**src/hdl/bba_pkg.sv**
```systemverilog
// Shared constants, codes and control types of the bitmap block allocator.
`default_nettype none
package bba_pkg;

  // Bitmap geometry
  localparam int MAX_BLOCKS = 4096;
  localparam int WORD_BITS  = 64;
  localparam int NUM_WORDS  = (MAX_BLOCKS + WORD_BITS - 1) / WORD_BITS;
  localparam int BLK_W      = $clog2(MAX_BLOCKS);
  localparam int TOTAL_W    = BLK_W + 1;
  localparam int BIT_W      = $clog2(WORD_BITS);
  localparam int WADDR_W    = $clog2(NUM_WORDS);
  localparam int ST_W       = 2;

  // Register reset value
  localparam logic [TOTAL_W-1:0] TOTAL_RESET = TOTAL_W'(MAX_BLOCKS);

  // Request operations
  localparam logic OP_ALLOC = 1'b0;
  localparam logic OP_FREE  = 1'b1;

  // Result status codes
  localparam logic [ST_W-1:0] ST_OK          = 2'd0;
  localparam logic [ST_W-1:0] ST_FULL        = 2'd1;
  localparam logic [ST_W-1:0] ST_DOUBLE_FREE = 2'd2;
  localparam logic [ST_W-1:0] ST_RANGE       = 2'd3;

  // Controller to datapath commands
  typedef struct packed {
    logic capture;      // latch the accepted request
    logic issue_first;  // read the first bitmap word of the request
    logic issue_next;   // read the following bitmap word of the scan
    logic commit;       // decide the result and update the bitmap
    logic out_load;     // move the pending result to the output register
  } cmd_t;

  // Datapath to controller status
  typedef struct packed {
    logic op_free;   // latched request is a free
    logic found;     // checked word holds an allocatable free block
    logic scan_end;  // checked word is the last one below the total
    logic out_busy;  // output register holds a result not yet taken
  } sts_t;

endpackage
`default_nettype wire

```
**src/hdl/bba_ctrl.sv**
```systemverilog
// Controller: sequences request capture, bitmap reads, commit and output.
`default_nettype none
module bba_ctrl (
  input  wire logic          clk,
  input  wire logic          rst_n,
  input  wire logic          in_valid,
  output logic               in_ready,
  input  wire bba_pkg::sts_t sts,
  output bba_pkg::cmd_t      cmd
);

  localparam logic [2:0] S_IDLE  = 3'd0;
  localparam logic [2:0] S_ISSUE = 3'd1;
  localparam logic [2:0] S_CHK   = 3'd2;
  localparam logic [2:0] S_DONE  = 3'd3;

  logic [2:0] state_r;
  logic [2:0] state_nxt;

  // Next state and commands
  always_comb begin
    state_nxt = state_r;
    cmd       = '0;
    in_ready  = 1'b0;
    case (state_r)
      S_IDLE: begin
        in_ready    = 1'b1;
        cmd.capture = in_valid;
        if (in_valid) begin
          state_nxt = S_ISSUE;
        end
      end
      S_ISSUE: begin
        cmd.issue_first = 1'b1;
        state_nxt       = S_CHK;
      end
      S_CHK: begin
        if (sts.op_free || sts.found || sts.scan_end) begin
          cmd.commit = 1'b1;
          state_nxt  = S_DONE;
        end else begin
          cmd.issue_next = 1'b1;
        end
      end
      S_DONE: begin
        if (!sts.out_busy) begin
          cmd.out_load = 1'b1;
          state_nxt    = S_IDLE;
        end
      end
      default: begin
        state_nxt = S_IDLE;
      end
    endcase
  end

  // Advance state
  always_ff @(posedge clk) begin
    if (!rst_n) begin
      state_r <= S_IDLE;
    end else begin
      state_r <= state_nxt;
    end
  end

endmodule
`default_nettype wire

```
**config.mk**
```make
export PLATFORM = sky130hd
export DESIGN_NAME = bba_ctrl
export DESIGN_NICKNAME = d
export VERILOG_FILES = /design/src/hdl/bba_pkg.sv /design/src/hdl/bba_ctrl.sv
export SDC_FILE = /design/constraint.sdc
export NUM_CORES = 1
export LEC_CHECK = 0
export ABC_AREA = 1
export ABC_CLOCK_PERIOD_IN_PS = 1900
export BUFFER_PORTS_ARGS = -buffer_cell sky130_fd_sc_hd__buf_2
export CAP_MARGIN = 15
export CORE_AREA = 2 2 39 41
export DETAILED_ROUTE_END_ITERATION = 6
export DIE_AREA = 0 0 41 43
export GPL_ROUTABILITY_DRIVEN = 0
export GPL_TIMING_DRIVEN = 0
export PLACE_DENSITY = 0.42
export SETUP_SLACK_MARGIN = 0.02
export SLEW_MARGIN = 20
export SYNTH_ARGS = -nofsm -noshare
export SYNTH_HDL_FRONTEND = slang
export SYNTH_SLANG_ARGS = --single-unit
```
**constraint.sdc**
```tcl
create_clock -name clk -period 1.9 [get_ports clk]
set_input_delay 0.095 -clock clk [delete_from_list [all_inputs] [get_ports clk]]
set_output_delay 0.095 -clock clk [all_outputs]
set_load 0.03 [all_outputs]
```
==> impl_metrics.toml, run 1 <==
[status]
run_status = "complete, no violations"

[global_route]
grt_pass1_vias = 202
grt_max_degree = 6
grtUsageTotal_pct = 5.91
grt_overflow = 0
antenna_found_initial = 0
grt_pass1_wl_um = 655

[power]
sw_frac_of_total_pct = 49.6
clkPwrFrac_pct = 21.2
p_comb_share_pct = 60.8
power_density_nw_per_um2 = 1400
ir_worst_vdd_v = 0.000377
sequentialPowerShare_pct = 18.0
p_switching_mw = 0.216
cellLeakagePower_nw = 0.199
p_int_mw = 0.220

[setup_path]
critPathMaxFanout = 5
start_kind = "flop"
cp.buffers_inverters = 3
crit_chain = "inv_1 -> ha_1 -> nand3_2 -> inv_1 -> buf_2"
required_ns = 1.80
crit_top_cell = "inv_1"
critPathTopFamily = "flip-flops"
crit_path_top_delay_cell = "dfxtp_1"
crit_path_end_kind = "output pin"
r2r_slack_ns = 0.68
cp.arrival_ns = 1.23
crit_type = "reg -> out"
cpPeakStageDelay_ns = 0.37

[floorplan]
die_w_um = 41
io_pins = 13
start_util_pct = 15.1
core_area_um2 = 1380
die_y_um = 43
dieArea_um2 = 1760
row_count = 14

[min_path]
hold_class = "in -> reg"

[synth]
synth_nets = 43
synthTopCellsByArea = "ha_1 (24%), dfxtp_1 (19%), inv_1 (16%), nand2_1 (7.2%), nor2_1 (7.2%)"
synth-seq-cells = 2
syn_area_um2 = 209
synth.avg_cell_area_um2 = 6.53
yosys.area.top_type_share_pct = 24.0
ys_types = 11
yosysWarnings = 0
synth-main-ff-cell = "dfxtp_1"
synth.most_common_cell = "inv_1"
synth_commonest_cells = "inv_1 (9), ha_1 (4), nand2_1 (4), nor2_1 (4)"
yosys.area.top_type = "ha_1"
synth_edf_count = 0
synthCells = 32
yosysSeqAreaShare_pct = 19.2
synthArstFlopShare_pct = 0

[clock_network]
clock-root-buffer = "clkbuf_4"
postCtsHoldBufs = 0
post_cts_resized = 0
clock-sinks = 2
path_clk_slew_ns = 0.03
numCtsBuffers = 3
htree_levels = 1
clk-insertion-delay-late_ns = 0.22
postCtsSetupRepairBufs = 0
cts_tree = "yes"
clk_path_buf_depth = 2

[placement]
io_buffers = 12
hpwl_um = 353
dpl-instance-area_um2 = 289

[timing]
min_period_ns = 1.33
max_freq_ghz = 0.752
fin_skew_ns = 0.00345
hold_viol_final = 0
hold_slack_ns = 0.107
setup_violations = 0
rsz0062_at_grt = "no"
slew_headroom_pct = 88.7
tightestPinTransition_ns = 0.168
fin_setup_tns_ns = 0
maxSlewViolCount = 0
post-route-period-util_pct = 70.0

[final_layout]
num-nets-final = 60
largest_reg_flops = 2
ff_latch_area_um2 = 40.0
multiInputGateArea_um2 = 135
diodes = 0
drive_gt1_share_pct = 38.3
fillerInstances = 163
area_delta_synth_final_pct = 49.1
regMostFlops = "state_r"
reg_top3 = "state_r x2"
design_area_um2 = 312

[detailed_routing]
antenna_left = 0
route.detailed.drc = 0
viasPerCell = 3.52
wl_per_cell_um = 6.65
drt-initial-drc-count = 3
vias = 222
wl_um = 419
firstDrtPassIters = 4

[job]
drv_cap = 0
[cell type report]
| cell class | count | share of cell area [%] |
|---|---|---|
| tap | 16 | 6.43 |
| inverter | 9 | 10.8 |
| multi-input combinational | 21 | 43.4 |
| sequential | 2 | 12.9 |
| timing repair buffer | 12 | 19.3 |
| clock buffer | 3 | 7.23 |
[power by group through the flow]
stage          sequential, mW  combinational [mW]  clock (mW)
2_1_floorplan          0.0741               0.215           0
3_3_place_gp           0.0791               0.269           0
3_5_place_dp           0.0792               0.269           0
4_1_cts                0.0786               0.270       0.100
5_1_grt                0.0815               0.301       0.102
6_report               0.0784               0.265      0.0924
[worst paths after layout]
check,to,cells past startpoint,start
worst min-delay path,state_r[1]$_SDFFE_PN0P_,3,rst_n
worst max register to register,state_r[0]$_SDFFE_PN0P_,8,state_r[0]$_SDFFE_PN0P_
worst min register to register,state_r[1]$_SDFFE_PN0P_,2,state_r[1]$_SDFFE_PN0P_
worst max-delay path,cmd[2],5,state_r[0]$_SDFFE_PN0P_
[kinds of logic after synthesis]
group	synth area share, %
adders and majority gates	24.0
and+or+nand+nor	29.9
buffers and inverters	16.2
AOI/OAI and AO/OA	10.8
DFF	19.2
[cells in the final DEF (no fill, tap or decap)]
cell type,netlist,final
dfxtp_1,2,2
a21oi_1,2,2
nor2_2,2,2
nor2_1,4,4
buf_2,0,12
clkbuf_4,0,3
inv_1,9,9
o21ai_0,1,1
a21boi_0,1,1
nand3_2,1,1
nand2_1,4,4
ha_1,4,4
nand3_1,2,2
[per-stage QoR]
| step | setup slack (ns) | util (%) | power, mW | std cells |
|---|---|---|---|---|
| 2_1_floorplan | 0.496 | - | 0.289 | 32 |
| 3_5_place_dp | 0.667 | 20.9 | 0.348 | 60 |
| 5_1_grt | 0.495 | 22.5 | 0.485 | 63 |
| 4_1_cts | 0.545 | 22.5 | 0.449 | 63 |
| 3_3_place_gp | 0.682 | 20.9 | 0.348 | 60 |
| 6_report | 0.571 | 22.5 | 0.436 | 63 |
[worst register-to-register path, delay by kind of cell (launching register included)]
family        cells  cell delay [ns]
simple gates      5             0.36
fa+ha+maj         1             0.23
buf+inv           2             0.14
flops             1             0.37
[per-layer routing]
| metal | vias to the layer above | global-route usage [%] | part of all wire (%) |
|---|---|---|---|
| li1 | 126 | - | - |
| met5 | - | 0 | 0 |
| met4 | 0 | 8.00 | 0 |
| met3 | 0 | 1.57 | 9.8 |
| met2 | 8 | 8.13 | 44 |
| met1 | 88 | 5.73 | 47 |
Power figures use the tool's default switching activity.
==> inputs of run 2 (changes only) <==
Settings changed: ABC_CLOCK_PERIOD_IN_PS 1900 to 1330.
Clock period 1.9 ns to 1.33 ns, I/O delays scaled along.
==> impl_metrics.toml, run 2 (same netlist as run 1, synthesis figures left out) <==
[status]
run_status = "complete, no violations"

[detailed_routing]
wl_per_cell_um = 6.60
viasPerCell = 3.54
wl_um = 416
antenna_left = 0
firstDrtPassIters = 2
vias = 223
drt-initial-drc-count = 2
route.detailed.drc = 0

[placement]
hpwl_um = 355
dpl-instance-area_um2 = 289
io_buffers = 12

[clock_network]
postCtsHoldBufs = 0
htree_levels = 1
clock-root-buffer = "clkbuf_4"
clk_path_buf_depth = 2
path_clk_slew_ns = 0.03
numCtsBuffers = 3
cts_tree = "yes"
clk-insertion-delay-late_ns = 0.22
clock-sinks = 2

[setup_path]
crit_path_top_delay_cell = "dfxtp_2"
crit_cells = 5
crit_path_end_kind = "output pin"
critPathMaxFanout = 5
cpPeakStageDelay_ns = 0.32
cp.buffers_inverters = 3
r2r-start = "state_r[0]$_SDFFE_PN0P_"
crit_type = "reg -> out"
crit_path_start = "state_r[0]$_SDFFE_PN0P_"
worstSetupEndpoint = "cmd[2]"
rr_worst_depth = 8
cp.arrival_ns = 1.20
crit_top_cell = "inv_1"
crit_chain = "inv_1 -> ha_1 -> nand3_2 -> inv_1 -> clkbuf_4"
timing.rr.end = "state_r[0]$_SDFFE_PN0P_"
r2r_slack_ns = 0.13
start_kind = "flop"
critPathTopFamily = "flip-flops"
required_ns = 1.26

[timing]
maxSlewViolCount = 0
hold_slack_ns = 0.0734
tightestPinTransition_ns = 0.157
max_freq_ghz = 0.792
slew_headroom_pct = 89.5
min_period_ns = 1.26
setup_violations = 0
hold_viol_final = 0
fin_skew_ns = 0.00315
post-route-period-util_pct = 95.0
rsz0062_at_grt = "yes"

[floorplan]
dieArea_um2 = 1760
io_pins = 13
core_area_um2 = 1380
die_y_um = 43
die_w_um = 41
row_count = 14
start_util_pct = 15.1

[final_layout]
design_area_um2 = 319
final_common_cell = "buf_2"
largest_reg_flops = 2
num-nets-final = 60
multiInputGateArea_um2 = 135
postLayoutCoreUtil_pct = 23.1
drive_gt1_share_pct = 42.6
ff_latch_area_um2 = 42.5
area_delta_synth_final_pct = 52.7
diodes = 0
most-common-layout-cells = "buf_2 (10), inv_1 (9), clkbuf_4 (5)"
fillerInstances = 164
reg_top3 = "state_r x2"
regMostFlops = "state_r"

[global_route]
grtUsageTotal_pct = 5.31
grt_pass1_wl_um = 614
grt_pass1_vias = 188
grt_overflow = 0
antenna_found_initial = 0
grt_max_degree = 6

[min_path]
hold_class = "in -> reg"

[power]
power_density_nw_per_um2 = 1990
cellLeakagePower_nw = 0.199
ir_worst_vdd_v = 0.000611

[job]
drv_cap = 0
run 2: cell count changes in the layout (fill, tap and decap cells not counted):
| cell | previous run | this run |
|---|---|---|
| a21boi_1 | 0 | 1 |
| buf_2 | 12 | 10 |
| dfxtp_2 | 0 | 2 |
| clkbuf_4 | 3 | 5 |
| dfxtp_1 | 2 | 0 |
| a21boi_0 | 1 | 0 |
run 2: stage by stage:
stage	TNS [ns]	worst slack [ns]	power (mW)	instances
6_report	0	0.0671	0.636	63
5_1_grt	-0.0239	-0.0135	0.715	63
4_1_cts	0	0.0315	0.646	63
3_5_place_dp	0	0.103	0.500	60
3_3_place_gp	0	0.102	0.500	60
2_1_floorplan	0	0.0643	0.415	32
run 2: worst min-delay path by stage:
stage                      from                       to  slack [ns]  cells past startpoint
after global placement    rst_n  state_r[1]$_SDFFE_PN0P_        0.31                      3
after detailed placement  rst_n  state_r[1]$_SDFFE_PN0P_        0.31                      3
after floorplan           rst_n  state_r[1]$_SDFFE_PN0P_        0.19                      2
after CTS                 rst_n  state_r[0]$_SDFFE_PN0P_        0.06                      3
final                     rst_n  state_r[0]$_SDFFE_PN0P_        0.07                      3
after global routing      rst_n  state_r[1]$_SDFFE_PN0P_        0.08                      3
run 2: area by class of cell:
cell class	instances	share of cell area, %
tap	16	6.27
clock buffer	3	7.06
timing repair buffer	12	20.4
inverter	9	10.6
sequential	2	13.3
multi-input combinational	21	42.4
run 2: layer usage:
layer	GRT usage, %	share of wire (%)
met5	0	0
met4	2.00	0
met2	7.50	41
met3	4.71	10
met1	5.43	49
run 2: repair_timing:
item                       in CTS  in global routing
pin swaps                       0                  1
gates resized for setup         1                  3
setup buffers                   0                  0
setup endpoints to repair       1                  4
run 2: tightest hold or removal path, stage by stage:
cell and delay (ns):
buf_2 0.10, nand2_1 0.06, nor2_1 0.03
run 2: power by group:
group          switching, mW  leakage (nW)  internal [mW]
Sequential            0.0254        0.0172         0.0910
Combinational          0.250         0.168          0.137
Clock                 0.0334        0.0138         0.0994
